**src/rtl/core/wsfmt_pkg.sv**
```systemverilog
// Shared types and constants for the whitespace run formatter.
// Holds item structs, command, mode and status codes and default sizes.
// No dependencies.
`default_nettype none

package wsfmt_pkg;

  // Default sizes for the mode stack and the whitespace hold buffer.
  localparam int STACK_DEPTH_DEF = 16;
  localparam int HOLD_DEPTH_DEF  = 32;

  // Item kinds.
  localparam logic [1:0] KIND_CHAR  = 2'd0;
  localparam logic [1:0] KIND_PUSH  = 2'd1;
  localparam logic [1:0] KIND_POP   = 2'd2;
  localparam logic [1:0] KIND_FLUSH = 2'd3;

  // Formatting modes.
  localparam logic [2:0] MODE_PASS         = 3'd0;
  localparam logic [2:0] MODE_NONE         = 3'd1;
  localparam logic [2:0] MODE_SINGLE_SPACE = 3'd2;
  localparam logic [2:0] MODE_SINGLE_NL    = 3'd3;
  localparam logic [2:0] MODE_FIRST_LINE   = 3'd4;
  localparam logic [2:0] MODE_SQUEEZE_NL   = 3'd5;
  localparam logic [2:0] MODE_COPYPREV     = 3'd6;
  localparam logic [2:0] MODE_UNDEFINED    = 3'd7;

  // Status codes.
  localparam logic [1:0] STAT_OK        = 2'd0;
  localparam logic [1:0] STAT_POP_LAST  = 2'd1;
  localparam logic [1:0] STAT_PUSH_FULL = 2'd2;
  localparam logic [1:0] STAT_OVERFLOW  = 2'd3;

  // Character codes.
  localparam logic [7:0] CH_TAB     = 8'h09;
  localparam logic [7:0] CH_NEWLINE = 8'h0A;
  localparam logic [7:0] CH_CR      = 8'h0D;
  localparam logic [7:0] CH_SPACE   = 8'h20;
  localparam logic [7:0] CH_NUL     = 8'h00;

  typedef struct packed {
    logic [1:0] kind;
    logic [7:0] in_char;
    logic [2:0] push_mode;
  } in_item_t;

  typedef struct packed {
    logic [7:0] out_char;
    logic       char_valid;
    logic [2:0] popped_mode;
    logic [1:0] status;
    logic       last;
  } out_item_t;

  typedef enum logic [3:0] {
    ST_IDLE  = 4'b0001,
    ST_SYNTH = 4'b0010,
    ST_DRAIN = 4'b0100,
    ST_FINAL = 4'b1000
  } fsm_state_t;

endpackage

`default_nettype wire

```
**src/rtl/core/whitespace_run_formatter.sv**
```systemverilog
// Whitespace run formatter top level. Uses wsfmt_pkg and wsfmt_ram.
// A byte or command with no held run reaches the output register in the
// cycle after its transfer; a new item can be taken every cycle while idle,
// with no pop loading the top mode and the output free. A held run is read
// back from the hold RAM at one byte a cycle while the output keeps up.
// Reset is synchronous (rst_n low): the stack returns to one entry holding
// mode 0 and the hold buffer is empty.
`default_nettype none

module whitespace_run_formatter #(
  parameter int STACK_DEPTH = wsfmt_pkg::STACK_DEPTH_DEF,
  parameter int HOLD_DEPTH  = wsfmt_pkg::HOLD_DEPTH_DEF
) (
  input  wire logic                 clk,
  input  wire logic                 rst_n,
  // Input item channel.
  input  wire logic                 in_valid,
  output logic                      in_ready,
  input  wire wsfmt_pkg::in_item_t  in_data,
  // Result channel.
  output logic                      out_valid,
  input  wire logic                 out_ready,
  output wsfmt_pkg::out_item_t      out_data,
  // Configuration: initial_mode register.
  input  wire logic                 cfg_we,
  input  wire logic [2:0]           cfg_wdata
);

  // Widths derived from the two depths. Counters hold the depth itself,
  // addresses only what the RAM needs.
  localparam int SCW = $clog2(STACK_DEPTH + 1);
  localparam int SAW = (STACK_DEPTH > 1) ? $clog2(STACK_DEPTH) : 1;
  localparam int HCW = $clog2(HOLD_DEPTH + 1);
  localparam int HAW = (HOLD_DEPTH > 1) ? $clog2(HOLD_DEPTH) : 1;

  // Control state.
  wsfmt_pkg::fsm_state_t state_r, state_nxt;
  logic                  pending_r, pending_nxt;     // hold RAM read in flight
  logic                  top_load_r, top_load_nxt;   // stack RAM read in flight
  logic                  out_valid_r, out_valid_nxt;
  logic [SCW-1:0]        count_r, count_nxt;
  logic [HCW-1:0]        hold_count_r, hold_count_nxt;
  logic                  nl_r, nl_nxt;
  logic [2:0]            top_r, top_nxt;
  logic [2:0]            bottom_r, bottom_nxt;

  // Payload and drain plan.
  wsfmt_pkg::out_item_t  out_data_r, out_data_nxt;
  wsfmt_pkg::out_item_t  term_r, term_nxt;
  logic [HCW-1:0]        first_r, first_nxt;
  logic [HCW-1:0]        lastnl_r, lastnl_nxt;
  logic [HCW-1:0]        rd_idx_r, rd_idx_nxt;
  logic [HCW-1:0]        a_end_r, a_end_nxt;
  logic [HCW-1:0]        b_start_r, b_start_nxt;
  logic [HCW-1:0]        end_r, end_nxt;
  logic                  b_en_r, b_en_nxt;
  logic                  seg_b_r, seg_b_nxt;
  logic [7:0]            synth_r, synth_nxt;

  // Memory ports.
  logic                  hram_we, hram_re;
  logic [HAW-1:0]        hram_waddr, hram_raddr;
  logic [7:0]            hram_wdata, hram_rdata;
  logic                  sram_we, sram_re;
  logic [SAW-1:0]        sram_waddr, sram_raddr;
  logic [2:0]            sram_wdata, sram_rdata;

  // Decode of the accepted item.
  logic                  acc, out_free, is_ws;
  logic                  do_end, do_hold, do_push, do_pop, term_en, run_drains;
  wsfmt_pkg::out_item_t  term;

  // Plan for rewriting the held run under the top mode.
  logic [HCW-1:0]        plan_a_end, plan_b_start, first_or_n;
  logic                  plan_b_en, plan_synth;
  logic [7:0]            plan_char;
  logic [SCW-1:0]        count_m2;

  // The hold buffer stores whitespace bytes of the current run; only entries
  // below the hold count are ever read back.
  wsfmt_ram #(
    .WIDTH (8),
    .DEPTH (HOLD_DEPTH)
  ) u_hold_ram (
    .clk   (clk),
    .we    (hram_we),
    .waddr (hram_waddr),
    .wdata (hram_wdata),
    .re    (hram_re),
    .raddr (hram_raddr),
    .rdata (hram_rdata)
  );

  // The mode stack keeps entries one and up in RAM. Entry zero is the
  // initial_mode register itself, so it is valid right out of reset.
  wsfmt_ram #(
    .WIDTH (3),
    .DEPTH (STACK_DEPTH)
  ) u_stack_ram (
    .clk   (clk),
    .we    (sram_we),
    .waddr (sram_waddr),
    .wdata (sram_wdata),
    .re    (sram_re),
    .raddr (sram_raddr),
    .rdata (sram_rdata)
  );

  assign out_free  = !out_valid_r || out_ready;
  // Items are taken only when idle, when the top mode is settled and when
  // the output register can take a result in the same cycle.
  assign in_ready  = (state_r == wsfmt_pkg::ST_IDLE) && !top_load_r && out_free;
  assign acc       = in_valid && in_ready;
  assign out_valid = out_valid_r;
  assign out_data  = out_data_r;

  assign is_ws = (in_data.in_char == wsfmt_pkg::CH_SPACE) ||
                 ((in_data.in_char >= wsfmt_pkg::CH_TAB) &&
                  (in_data.in_char <= wsfmt_pkg::CH_CR));
  assign count_m2 = count_r - SCW'(2);

  // Work out what the accepted item does: whether it ends the held run,
  // holds a byte, moves the stack, and which closing result it gives.
  always_comb begin
    do_end  = 1'b0;
    do_hold = 1'b0;
    do_push = 1'b0;
    do_pop  = 1'b0;
    term_en = 1'b0;
    term    = '{out_char: wsfmt_pkg::CH_NUL, char_valid: 1'b0,
                popped_mode: wsfmt_pkg::MODE_PASS, status: wsfmt_pkg::STAT_OK,
                last: 1'b1};
    unique case (in_data.kind)
      wsfmt_pkg::KIND_CHAR: begin
        if ((top_r == wsfmt_pkg::MODE_PASS) || !is_ws) begin
          do_end          = 1'b1;
          term_en         = 1'b1;
          term.out_char   = in_data.in_char;
          term.char_valid = 1'b1;
        end else if (top_r != wsfmt_pkg::MODE_NONE) begin
          if (hold_count_r < HCW'(HOLD_DEPTH)) begin
            do_hold = 1'b1;
          end else begin
            // Buffer full: the byte is lost and the item reports it.
            term_en     = 1'b1;
            term.status = wsfmt_pkg::STAT_OVERFLOW;
          end
        end
      end
      wsfmt_pkg::KIND_PUSH: begin
        do_end  = 1'b1;
        term_en = 1'b1;
        if (count_r < SCW'(STACK_DEPTH)) begin
          do_push = 1'b1;
        end else begin
          term.status = wsfmt_pkg::STAT_PUSH_FULL;
        end
      end
      wsfmt_pkg::KIND_POP: begin
        term_en = 1'b1;
        if (count_r <= SCW'(1)) begin
          // Refused pop keeps the held run intact.
          term.popped_mode = wsfmt_pkg::MODE_UNDEFINED;
          term.status      = wsfmt_pkg::STAT_POP_LAST;
        end else begin
          do_end           = 1'b1;
          do_pop           = 1'b1;
          term.popped_mode = top_r;
        end
      end
      wsfmt_pkg::KIND_FLUSH: begin
        do_end  = 1'b1;
        term_en = 1'b1;
      end
      default: begin
        term_en = 1'b0;
      end
    endcase
    run_drains = do_end && (hold_count_r != '0);
  end

  // The held run is written back as at most two index ranges of the hold
  // buffer, or as one substituted character.
  always_comb begin
    first_or_n   = nl_r ? first_r : hold_count_r;
    plan_a_end   = hold_count_r;
    plan_b_start = hold_count_r;
    plan_b_en    = 1'b0;
    plan_synth   = 1'b0;
    plan_char    = wsfmt_pkg::CH_SPACE;
    unique case (top_r)
      wsfmt_pkg::MODE_NONE: begin
        plan_a_end = '0;
      end
      wsfmt_pkg::MODE_SINGLE_SPACE: begin
        plan_synth = 1'b1;
      end
      wsfmt_pkg::MODE_SINGLE_NL: begin
        if (nl_r) begin
          plan_synth = 1'b1;
          plan_char  = wsfmt_pkg::CH_NEWLINE;
        end
      end
      wsfmt_pkg::MODE_FIRST_LINE: begin
        plan_a_end = first_or_n;
      end
      wsfmt_pkg::MODE_SQUEEZE_NL: begin
        // With two or more newlines, keep through the first one and then
        // whatever follows the last one.
        if (nl_r && (first_r != lastnl_r)) begin
          plan_a_end   = first_r + HCW'(1);
          plan_b_start = lastnl_r + HCW'(1);
          plan_b_en    = 1'b1;
        end
      end
      default: begin
        plan_a_end = hold_count_r;
      end
    endcase
  end

  // Sequencer: accepts items, reads held bytes back one per cycle while the
  // output is free, and closes each item with its command or byte result.
  always_comb begin
    state_nxt      = state_r;
    pending_nxt    = pending_r;
    top_load_nxt   = top_load_r;
    out_valid_nxt  = out_valid_r;
    out_data_nxt   = out_data_r;
    count_nxt      = count_r;
    hold_count_nxt = hold_count_r;
    nl_nxt         = nl_r;
    top_nxt        = top_r;
    bottom_nxt     = bottom_r;
    term_nxt       = term_r;
    first_nxt      = first_r;
    lastnl_nxt     = lastnl_r;
    rd_idx_nxt     = rd_idx_r;
    a_end_nxt      = a_end_r;
    b_start_nxt    = b_start_r;
    end_nxt        = end_r;
    b_en_nxt       = b_en_r;
    seg_b_nxt      = seg_b_r;
    synth_nxt      = synth_r;

    hram_we    = 1'b0;
    hram_waddr = hold_count_r[HAW-1:0];
    hram_wdata = in_data.in_char;
    hram_re    = 1'b0;
    hram_raddr = rd_idx_r[HAW-1:0];
    sram_we    = 1'b0;
    sram_waddr = count_r[SAW-1:0];
    sram_wdata = in_data.push_mode;
    sram_re    = 1'b0;
    sram_raddr = count_m2[SAW-1:0];

    if (out_valid_r && out_ready) begin
      out_valid_nxt = 1'b0;
    end

    // The mode uncovered by a pop arrives from the stack RAM in the following cycle.
    if (top_load_r) begin
      top_nxt      = sram_rdata;
      top_load_nxt = 1'b0;
    end

    // Writing initial_mode also rewrites the bottom of the stack.
    if (cfg_we) begin
      bottom_nxt = cfg_wdata;
      if (count_r == SCW'(1)) begin
        top_nxt = cfg_wdata;
      end
    end

    // A held byte read earlier moves into the output register once free.
    if (pending_r && out_free) begin
      out_valid_nxt = 1'b1;
      out_data_nxt  = '{out_char: hram_rdata, char_valid: 1'b1,
                        popped_mode: wsfmt_pkg::MODE_PASS,
                        status: wsfmt_pkg::STAT_OK, last: 1'b0};
      pending_nxt   = 1'b0;
    end

    unique case (state_r)
      wsfmt_pkg::ST_IDLE: begin
        if (acc) begin
          if (do_hold) begin
            hram_we        = 1'b1;
            hold_count_nxt = hold_count_r + HCW'(1);
            if (in_data.in_char == wsfmt_pkg::CH_NEWLINE) begin
              if (!nl_r) begin
                first_nxt = hold_count_r;
              end
              lastnl_nxt = hold_count_r;
              nl_nxt     = 1'b1;
            end
          end
          if (do_push) begin
            sram_we   = 1'b1;
            top_nxt   = in_data.push_mode;
            count_nxt = count_r + SCW'(1);
          end
          if (do_pop) begin
            count_nxt = count_r - SCW'(1);
            if (count_r == SCW'(2)) begin
              top_nxt = bottom_r;
            end else begin
              sram_re      = 1'b1;
              top_load_nxt = 1'b1;
            end
          end
          if (do_end) begin
            hold_count_nxt = '0;
            nl_nxt         = 1'b0;
          end
          if (run_drains) begin
            // Snapshot the plan; the hold counters restart for the next run.
            term_nxt    = term;
            a_end_nxt   = plan_a_end;
            b_start_nxt = plan_b_start;
            b_en_nxt    = plan_b_en;
            end_nxt     = hold_count_r;
            synth_nxt   = plan_char;
            rd_idx_nxt  = '0;
            seg_b_nxt   = 1'b0;
            state_nxt   = plan_synth ? wsfmt_pkg::ST_SYNTH : wsfmt_pkg::ST_DRAIN;
          end else if (term_en) begin
            out_valid_nxt = 1'b1;
            out_data_nxt  = term;
          end
        end
      end
      wsfmt_pkg::ST_SYNTH: begin
        if (out_free) begin
          out_valid_nxt = 1'b1;
          out_data_nxt  = '{out_char: synth_r, char_valid: 1'b1,
                            popped_mode: wsfmt_pkg::MODE_PASS,
                            status: wsfmt_pkg::STAT_OK, last: 1'b0};
          state_nxt     = wsfmt_pkg::ST_FINAL;
        end
      end
      wsfmt_pkg::ST_DRAIN: begin
        // A new read goes out only when the previous byte leaves its slot.
        if (!pending_r || out_free) begin
          if (!seg_b_r) begin
            if (rd_idx_r < a_end_r) begin
              hram_re     = 1'b1;
              pending_nxt = 1'b1;
              rd_idx_nxt  = rd_idx_r + HCW'(1);
            end else if (b_en_r) begin
              rd_idx_nxt = b_start_r;
              seg_b_nxt  = 1'b1;
            end else begin
              state_nxt = wsfmt_pkg::ST_FINAL;
            end
          end else begin
            if (rd_idx_r < end_r) begin
              hram_re     = 1'b1;
              pending_nxt = 1'b1;
              rd_idx_nxt  = rd_idx_r + HCW'(1);
            end else begin
              state_nxt = wsfmt_pkg::ST_FINAL;
            end
          end
        end
      end
      wsfmt_pkg::ST_FINAL: begin
        if (!pending_r && out_free) begin
          out_valid_nxt = 1'b1;
          out_data_nxt  = term_r;
          state_nxt     = wsfmt_pkg::ST_IDLE;
        end
      end
      default: begin
        state_nxt = wsfmt_pkg::ST_IDLE;
      end
    endcase
  end

  always_ff @(posedge clk) begin
    if (!rst_n) begin
      state_r      <= wsfmt_pkg::ST_IDLE;
      pending_r    <= 1'b0;
      top_load_r   <= 1'b0;
      out_valid_r  <= 1'b0;
      count_r      <= SCW'(1);
      hold_count_r <= '0;
      nl_r         <= 1'b0;
      top_r        <= wsfmt_pkg::MODE_PASS;
      bottom_r     <= wsfmt_pkg::MODE_PASS;
    end else begin
      state_r      <= state_nxt;
      pending_r    <= pending_nxt;
      top_load_r   <= top_load_nxt;
      out_valid_r  <= out_valid_nxt;
      count_r      <= count_nxt;
      hold_count_r <= hold_count_nxt;
      nl_r         <= nl_nxt;
      top_r        <= top_nxt;
      bottom_r     <= bottom_nxt;
    end
  end

  always_ff @(posedge clk) begin
    out_data_r <= out_data_nxt;
    term_r     <= term_nxt;
    first_r    <= first_nxt;
    lastnl_r   <= lastnl_nxt;
    rd_idx_r   <= rd_idx_nxt;
    a_end_r    <= a_end_nxt;
    b_start_r  <= b_start_nxt;
    end_r      <= end_nxt;
    b_en_r     <= b_en_nxt;
    seg_b_r    <= seg_b_nxt;
    synth_r    <= synth_nxt;
  end

endmodule

`default_nettype wire

```
**src/rtl/core/wsfmt_ram.sv**
```systemverilog
// Generic simple dual-port RAM: one write port, one read port with
// registered read data held while the read enable is low. No dependencies.
`default_nettype none

module wsfmt_ram #(
  parameter int WIDTH = 8,
  parameter int DEPTH = 32,
  localparam int AW   = (DEPTH > 1) ? $clog2(DEPTH) : 1
) (
  input  wire logic             clk,
  input  wire logic             we,
  input  wire logic [AW-1:0]    waddr,
  input  wire logic [WIDTH-1:0] wdata,
  input  wire logic             re,
  input  wire logic [AW-1:0]    raddr,
  output logic      [WIDTH-1:0] rdata
);

  logic [WIDTH-1:0] mem [DEPTH];

  always_ff @(posedge clk) begin
    if (we) begin
      mem[waddr] <= wdata;
    end
    if (re) begin
      rdata <= mem[raddr];
    end
  end

endmodule

`default_nettype wire

```
**config.mk**
```make
export PLATFORM = sky130hd
export DESIGN_NAME = whitespace_run_formatter
export DESIGN_NICKNAME = d
export VERILOG_FILES = /design/src/rtl/core/wsfmt_pkg.sv /design/src/rtl/core/whitespace_run_formatter.sv /design/src/rtl/core/wsfmt_ram.sv
export SDC_FILE = /design/constraint.sdc
export NUM_CORES = 1
export LEC_CHECK = 0
export BUFFER_PORTS_ARGS = -buffer_cell sky130_fd_sc_hd__buf_4
export CAP_MARGIN = 5
export CELL_PAD_IN_SITES_DETAIL_PLACEMENT = 0
export CELL_PAD_IN_SITES_GLOBAL_PLACEMENT = 2
export CORE_AREA = 2 2 140 279
export DETAILED_ROUTE_END_ITERATION = 8
export DIE_AREA = 0 0 142 281
export MAX_ROUTING_LAYER = met4
export PLACE_DENSITY = 0.79
export SYNTH_ARGS = -nofsm -noshare
export SYNTH_HDL_FRONTEND = slang
export SYNTH_SLANG_ARGS = --single-unit
```
**constraint.sdc**
```tcl
create_clock -name clk -period 7.2 [get_ports clk]
set_input_delay 1.8 -clock clk [delete_from_list [all_inputs] [get_ports clk]]
set_output_delay 1.8 -clock clk [all_outputs]
set_load 0.01 [all_outputs]
```
==> results.py, run 1 <==
metrics = {
    "route": {
        "wire_per_inst_um": 27.7,
        "drt_wl_total_um": 44200,
        "final_antenna_net_count": 0,
        "first_pass_iters": 6,
        "routed_via_density": 6.00,
        "vias": 9595,
        "drt_iter0_markers": 679,
        "drc": 0,
    },
    "floorplan": {
        "die_w_um": 142,
        "core_area_mm2": 0.0378,
        "initial_utilization_pct": 46.5,
        "die_height_um": 281,
        "die-area_mm2": 0.0399,
        "io_pins": 38,
        "rows": 101,
    },
    "timing": {
        "post-route-period-util_pct": 61.4,
        "finalSetupViolCount": 0,
        "fin_ws_ns": 2.78,
        "fin_setup_tns_ns": 0,
        "max_clock_freq_mhz": 226,
        "finClkSkew_ns": 0.0309,
        "drv_slew": 0,
        "hold_violations": 0,
        "worstMarginPinSlew_ns": 1.04,
        "max-slew-margin-rel_pct": 30.2,
        "fin_crit_ns": 4.42,
        "rsz0062_at_grt": "no",
    },
    "global_routing": {
        "grt_first_pass_wirelength_um": 64800,
        "grt_pass1_vias": 10128,
        "gr-total-overflow": 0,
        "antenna_found_initial": 1,
        "grt_max_degree": 69,
        "grt_usage_pct": 23.3,
    },
    "clock_network": {
        "postCtsHoldBufs": 0,
        "cts_tree": "done",
        "cts_buffer_depth": 3,
        "htree_levels": 2,
        "cts_root_buffer": "clkbuf_16",
        "cts_buffers": 37,
        "cts_resized": 0,
        "clk_latency_ns": 0.55,
        "path_clk_slew_ns": 0.07,
        "cts_num_sinks": 409,
        "postCtsSetupBuffers": 0,
    },
    "synth": {
        "ys_async_sr_fraction_pct": 0,
        "synth_ff_type": "edfxtp_1",
        "synthTopCellsByArea": "edfxtp_1 (63%), mux4_2 (12%), dfxtp_1 (4.6%)",
        "synthCells": 1075,
        "synth_warnings": 0,
        "synth_common_cells": "edfxtp_1 (369), mux4_2 (95), nor2_1 (74), nand2_1 (57), dfxtp_1 (40)",
        "yosysTopAreaCellShare_pct": 63.0,
        "synth_edf_count": 369,
        "synth.most_common_cell": "edfxtp_1",
        "ys_seq_elements": 409,
        "syn_avg_cell_area_um2": 16.4,
        "yosysTopAreaCell": "edfxtp_1",
        "synth_fp_nets": 1120,
        "synth_area_mm2": 0.0176,
        "synthDistinctLibCells": 67,
        "ys_seq_area_share_pct": 67.6,
    },
    "final_layout": {
        "nNetsFinal": 1155,
        "area_growth_pct": 10.9,
        "fin_area_mm2": 0.0195,
        "layout-drive-gt1-share_pct": 20.7,
    },
    "setup_path": {
        "cp.arrival_ns": 4.59,
        "critPathSlowestCell": "nor2_1",
        "cp-end-kind": "flip-flop",
        "start_kind": "input port",
        "worstPathCellList": "buf_4, nor2b_1, buf_4, or3_1, a2111oi_4, nand2_1, nor2_1",
        "setup.worst_path.class": "in -> reg",
        "worst_ep_required_time_ns": 7.37,
        "path_common_cell": "buf_4",
        "critPathMaxStageDelay_ns": 0.72,
        "worstPathMaxFanout": 19,
    },
    "run": {
        "maxCapViolations": 0,
    },
    "placed_design": {
        "placed_area_mm2": 0.0183,
        "dp_hpwl_um": 31100,
        "place_ws_ns": 2.24,
        "io_buffers": 37,
        "gp_congestion": 0.887,
    },
    "power": {
        "internal_power_w": 0.00393,
        "worst_ir_drop_vdd_mv": 0.218,
        "p_leak_nw": 6.38,
        "p_sw_share_pct": 24.4,
        "power.share.sequential_pct": 51.4,
        "clkPwrFrac_pct": 37.1,
        "powerDensity_mw_per_mm2": 267,
        "p_sw_w": 0.00127,
        "p_comb_share_pct": 11.5,
    },
    "worst_hold_path": {
        "min_path_type": "reg -> reg",
    },
    "outcome": {
        "outcome": "finished clean",
    },
}
## logic make-up after synthesis
| kind of cell | Yosys count | synth area share, % |
|---|---|---|
| xor gates and xnor gates | 27 | 1.34 |
| adders and majority gates | 24 | 1.71 |
| muxes | 135 | 14.6 |
| AOI/OAI and AO/OA | 155 | 6.18 |
| and+or+nand+nor | 242 | 6.77 |
| DFF | 409 | 67.6 |
| buffers and inverters | 83 | 1.86 |
## worst paths after layout
check	slack (ns)	to	depth (start not counted)	from
max reg2reg	3.19	u_hold_ram.mem[13][5]	5	state_r[0]
min reg2reg	0.51	out_data[4]	2	term_r[4]
min	0.51	out_data[4]	2	term_r[4]
max	2.78	u_hold_ram.mem[13][5]	7	out_ready
## stage by stage
stage / hold WS [ns] / power [W] / utilization (%) / cells
2_1_floorplan: 0.424 / 0.00307 / - / 1075
4_1_cts: 0.511 / 0.00524 / 51.6 / 1597
3_5_place_dp: 0.486 / 0.00333 / 48.5 / 1534
6_report: 0.509 / 0.00520 / 51.6 / 1598
3_3_place_gp: 0.477 / 0.00332 / 48.5 / 1534
5_1_grt: 0.525 / 0.00537 / 51.6 / 1598
## critical path, delay by kind of cell
| family | cells | cell delay, ns |
|---|---|---|
| AO/OA/AOI/OAI | 1 | 0.59 |
| buffers and inverters | 2 | 0.28 |
| AND/OR/NAND/NOR | 4 | 1.91 |
## sequential cells by signal, indices dropped and copies added (netlist names), 5 cells and up
| name | flops |
|---|---|
| u_hold_ram.mem | 256 |
| u_stack_ram.mem | 48 |
| out_data | 15 |
| term_r | 14 |
| u_hold_ram.rdata | 8 |
| a_end_r | 6 |
| b_start_r | 6 |
| end_r | 6 |
| first_r | 6 |
| hold_count_r | 6 |
| lastnl_r | 6 |
| rd_idx_r | 6 |
| count_r | 5 |
## layout make-up
class	count	area (um2)
sequential	409	11900
antenna	1	2.50
fill	3094	18300
timing repair buffer	52	390
clock buffer	38	930
multi-input combinational	583	5390
clock inverter	25	224
inverter	27	101
tap	463	579
## routing by layer
layer | GRT usage (%) | up-vias | wire (um)
met5 | - | - | 0
met4 | 12.2 | 0 | 2630
met3 | 2.71 | 101 | 1310
met2 | 44.7 | 231 | 25900
met1 | 22.2 | 4905 | 14400
li1 | - | 4358 | -
## cell usage in the layout (no fill, tap or decap), types with 7 or more instances in the layout
master     count
clkbuf_16     37
edfxtp_1     369
xnor2_1       13
clkinv_2       9
ha_1          24
o211ai_1       7
buf_4         52
mux4_2        95
and2_1        12
nand4_1        8
nand3_1       27
inv_1         27
nand2_1       57
xor2_1        14
o21ai_0       33
dfxtp_1       40
nor3_1        17
a211oi_1       7
nor2_1        74
a21oi_1       31
mux2_2        17
mux2i_1       23
## power groups by stage
stage	combinational (W)	clock [W]	sequential, W
2_1_floorplan	0.000363	0	0.00271
3_3_place_gp	0.000602	0	0.00272
3_5_place_dp	0.000605	0	0.00272
4_1_cts	0.000606	0.00196	0.00267
5_1_grt	0.000640	0.00205	0.00267
6_report	0.000597	0.00193	0.00267
Note: power is estimated with default switching activity, not from simulation.
==> run 2: changes to the inputs <==
- CORE_AREA: 2 2 140 279 -> 2 2 146 291
- DIE_AREA: 0 0 142 281 -> 0 0 148 293
- PLACE_DENSITY: 0.79 -> 0.77
- clock period: 7.2 -> 3.6 ns (I/O delays scaled with it)
==> run 2 against run 1 <==
Core utilization is 2.1 points lower; register-to-register slack worse by 2.6 ns; critical path depth decreased by 3; cell area up 4.0%; global-route usage is 2.1 points lower; non-clock buffer count rose by 80; critical endpoint is now in_ready; clock skew fell by 0.0033 ns; setup slack worse by 2.2 ns; via count grew 3.5%; flip-flop and latch count is the same; clock power up 100%; largest cell class unchanged; count of clock-buffer cells in the layout is 9 higher; critical path type is now reg -> out.
==> results.py, run 2 (synthesis results as in run 1) <==
metrics = {
    "setup_path": {
        "r2r-end": "term_r[4]",
        "cp-end-kind": "output pin",
        "path_common_cell": "buf_4",
        "worstPathMaxFanout": 11,
        "reg2reg_from": "state_r[2]",
        "timing.critical_path.buf_inv": 2,
        "cp.arrival_ns": 2.16,
        "worstPathCellList": "or4b_4, buf_4, nor3_1, buf_4",
        "start_kind": "flip-flop",
        "ff2ff_path_depth": 4,
        "worst_ep_required_time_ns": 2.70,
        "crit_cells": 4,
        "cp-endpoint": "in_ready",
        "cp-startpoint": "state_r[2]",
        "critical_path.top_delay_family": "simple AND/OR/NAND/NOR gates",
        "setup.worst_path.class": "reg -> out",
        "ff2ff_setup_slack_ns": 0.59,
        "critPathSlowestCell": "or4b_4",
        "critPathMaxStageDelay_ns": 0.52,
    },
    "power": {
        "powerDensity_mw_per_mm2": 514,
        "worst_ir_drop_vdd_mv": 0.418,
        "p_leak_nw": 6.78,
    },
    "floorplan": {
        "rows": 105,
        "die_height_um": 293,
        "io_pins": 38,
        "initial_utilization_pct": 42.9,
        "core_area_mm2": 0.0410,
        "die_w_um": 148,
        "die-area_mm2": 0.0434,
    },
    "timing": {
        "whs_ns": 0.503,
        "finalSetupViolCount": 0,
        "worstMarginPinSlew_ns": 1.13,
        "finClkSkew_ns": 0.0277,
        "drv_slew": 0,
        "max_clock_freq_mhz": 327,
        "hold_violations": 0,
        "post-route-period-util_pct": 84.9,
        "fin_crit_ns": 3.06,
        "rsz0062_at_grt": "no",
        "fin_setup_tns_ns": 0,
        "max-slew-margin-rel_pct": 24.9,
    },
    "route": {
        "drt_wl_total_um": 43900,
        "routed_via_density": 5.67,
        "vias": 9932,
        "drc": 0,
        "wire_per_inst_um": 25.0,
        "drt_iter0_markers": 550,
        "final_antenna_net_count": 0,
        "first_pass_iters": 7,
    },
    "clock_network": {
        "htree_levels": 2,
        "cts_num_sinks": 409,
        "postCtsHoldBufs": 0,
        "path_clk_slew_ns": 0.06,
        "cts_buffers": 37,
        "postCtsSetupBuffers": 0,
        "cts_resized": 0,
        "cts_tree": "done",
        "cts_root_buffer": "clkbuf_16",
        "clk_latency_ns": 0.56,
        "cts_buffer_depth": 3,
    },
    "final_layout": {
        "layout_common_cells": "edfxtp_1 (369), buf_4 (129), mux4_2 (95)",
        "final_common_cell": "edfxtp_1",
        "fill_cells": 3525,
        "nNetsFinal": 1235,
        "fin_cells": 1752,
        "largest_register_ffs": 256,
        "top_register": "u_hold_ram.mem",
        "diodes": 0,
        "layout-drive-gt1-share_pct": 25.7,
        "area_growth_pct": 15.3,
    },
    "outcome": {
        "outcome": "finished clean",
    },
    "placed_design": {
        "dp_hpwl_um": 31900,
        "io_buffers": 37,
        "gp_congestion": 0.829,
        "place_inst": 1686,
    },
    "global_routing": {
        "grt_pass1_vias": 10694,
        "gr-total-overflow": 0,
        "antenna_found_initial": 0,
        "grt_max_degree": 69,
        "grt_usage_pct": 21.1,
        "grt_first_pass_wirelength_um": 65400,
    },
    "worst_hold_path": {
        "min_path_type": "reg -> reg",
    },
    "run": {
        "maxCapViolations": 0,
    },
}
run 2: cell count changes in the layout (fill, tap and decap cells not counted), sizes merged:
cell | previous run | this run
bufinv | 3 | 2
clkinvlp | 2 | 1
clkinv | 17 | 15
clkbuf | 38 | 47
diode | 1 | 0
inv | 30 | 28
buf | 52 | 132
run 2: area by class of cell:
type / count / area [um2] / share of cell area [%]
repair buffers: 132 / 1030 / 5.07
inverters: 27 / 101 / 0.500
clock inverters: 19 / 206 / 1.02
well taps: 535 / 669 / 3.30
multi-input cells: 583 / 5390 / 26.6
flip-flops and latches: 409 / 11900 / 58.6
clock buffers: 47 / 993 / 4.90
run 2: how the worst min path moves through the flow:
| stage | from | endpoint | slack [ns] | cells past startpoint |
|---|---|---|---|---|
| final | term_r[5] | out_data[5] | 0.50 | 2 |
| after global routing | term_r[5] | out_data[5] | 0.52 | 2 |
| after CTS | term_r[5] | out_data[5] | 0.49 | 2 |
| after detailed placement | term_r[5] | out_data[5] | 0.48 | 2 |
| after global placement | term_r[3] | out_data[3] | 0.47 | 2 |
| after floorplan | hold_count_r[5] | end_r[5] | 0.42 | 0 |
run 2: tightest hold or removal path: cells and delay by family (launching register included):
| kind | cells | cell delay [ns] |
|---|---|---|
| flops | 1 | 0.33 |
| compound gates | 2 | 0.14 |
run 2: per-stage QoR:
stage | total power [W] | worst slack, ns | instance area (um2) | util (%)
detailed placement | 0.00664 | 0.00286 | 19100 | 46.5
finish | 0.0104 | 0.544 | 20300 | 49.5
global route | 0.0108 | 0.432 | 20300 | 49.5
CTS | 0.0105 | 0.559 | 20300 | 49.5
global placement | 0.00663 | 0.0607 | 19100 | 46.5
floorplan | 0.00612 | 0.263 | 17600 | -
run 2: layer usage:
metal | vias to the layer above | wire length (um) | GRT usage, %
li1 | 4515 | - | -
met1 | 5106 | 14000 | 19.0
met2 | 219 | 26000 | 41.6
met3 | 92 | 1330 | 2.64
met4 | 0 | 2580 | 11.3
met5 | - | 0 | -
run 2: report_power, final:
part | total [W] | internal (W) | switching, W
Sequential | 0.00534 | 0.00525 | 0.0000897
Clock | 0.00389 | 0.00213 | 0.00176
Combinational | 0.00119 | 0.000511 | 0.000680
Total | 0.0104 | 0.00789 | 0.00253
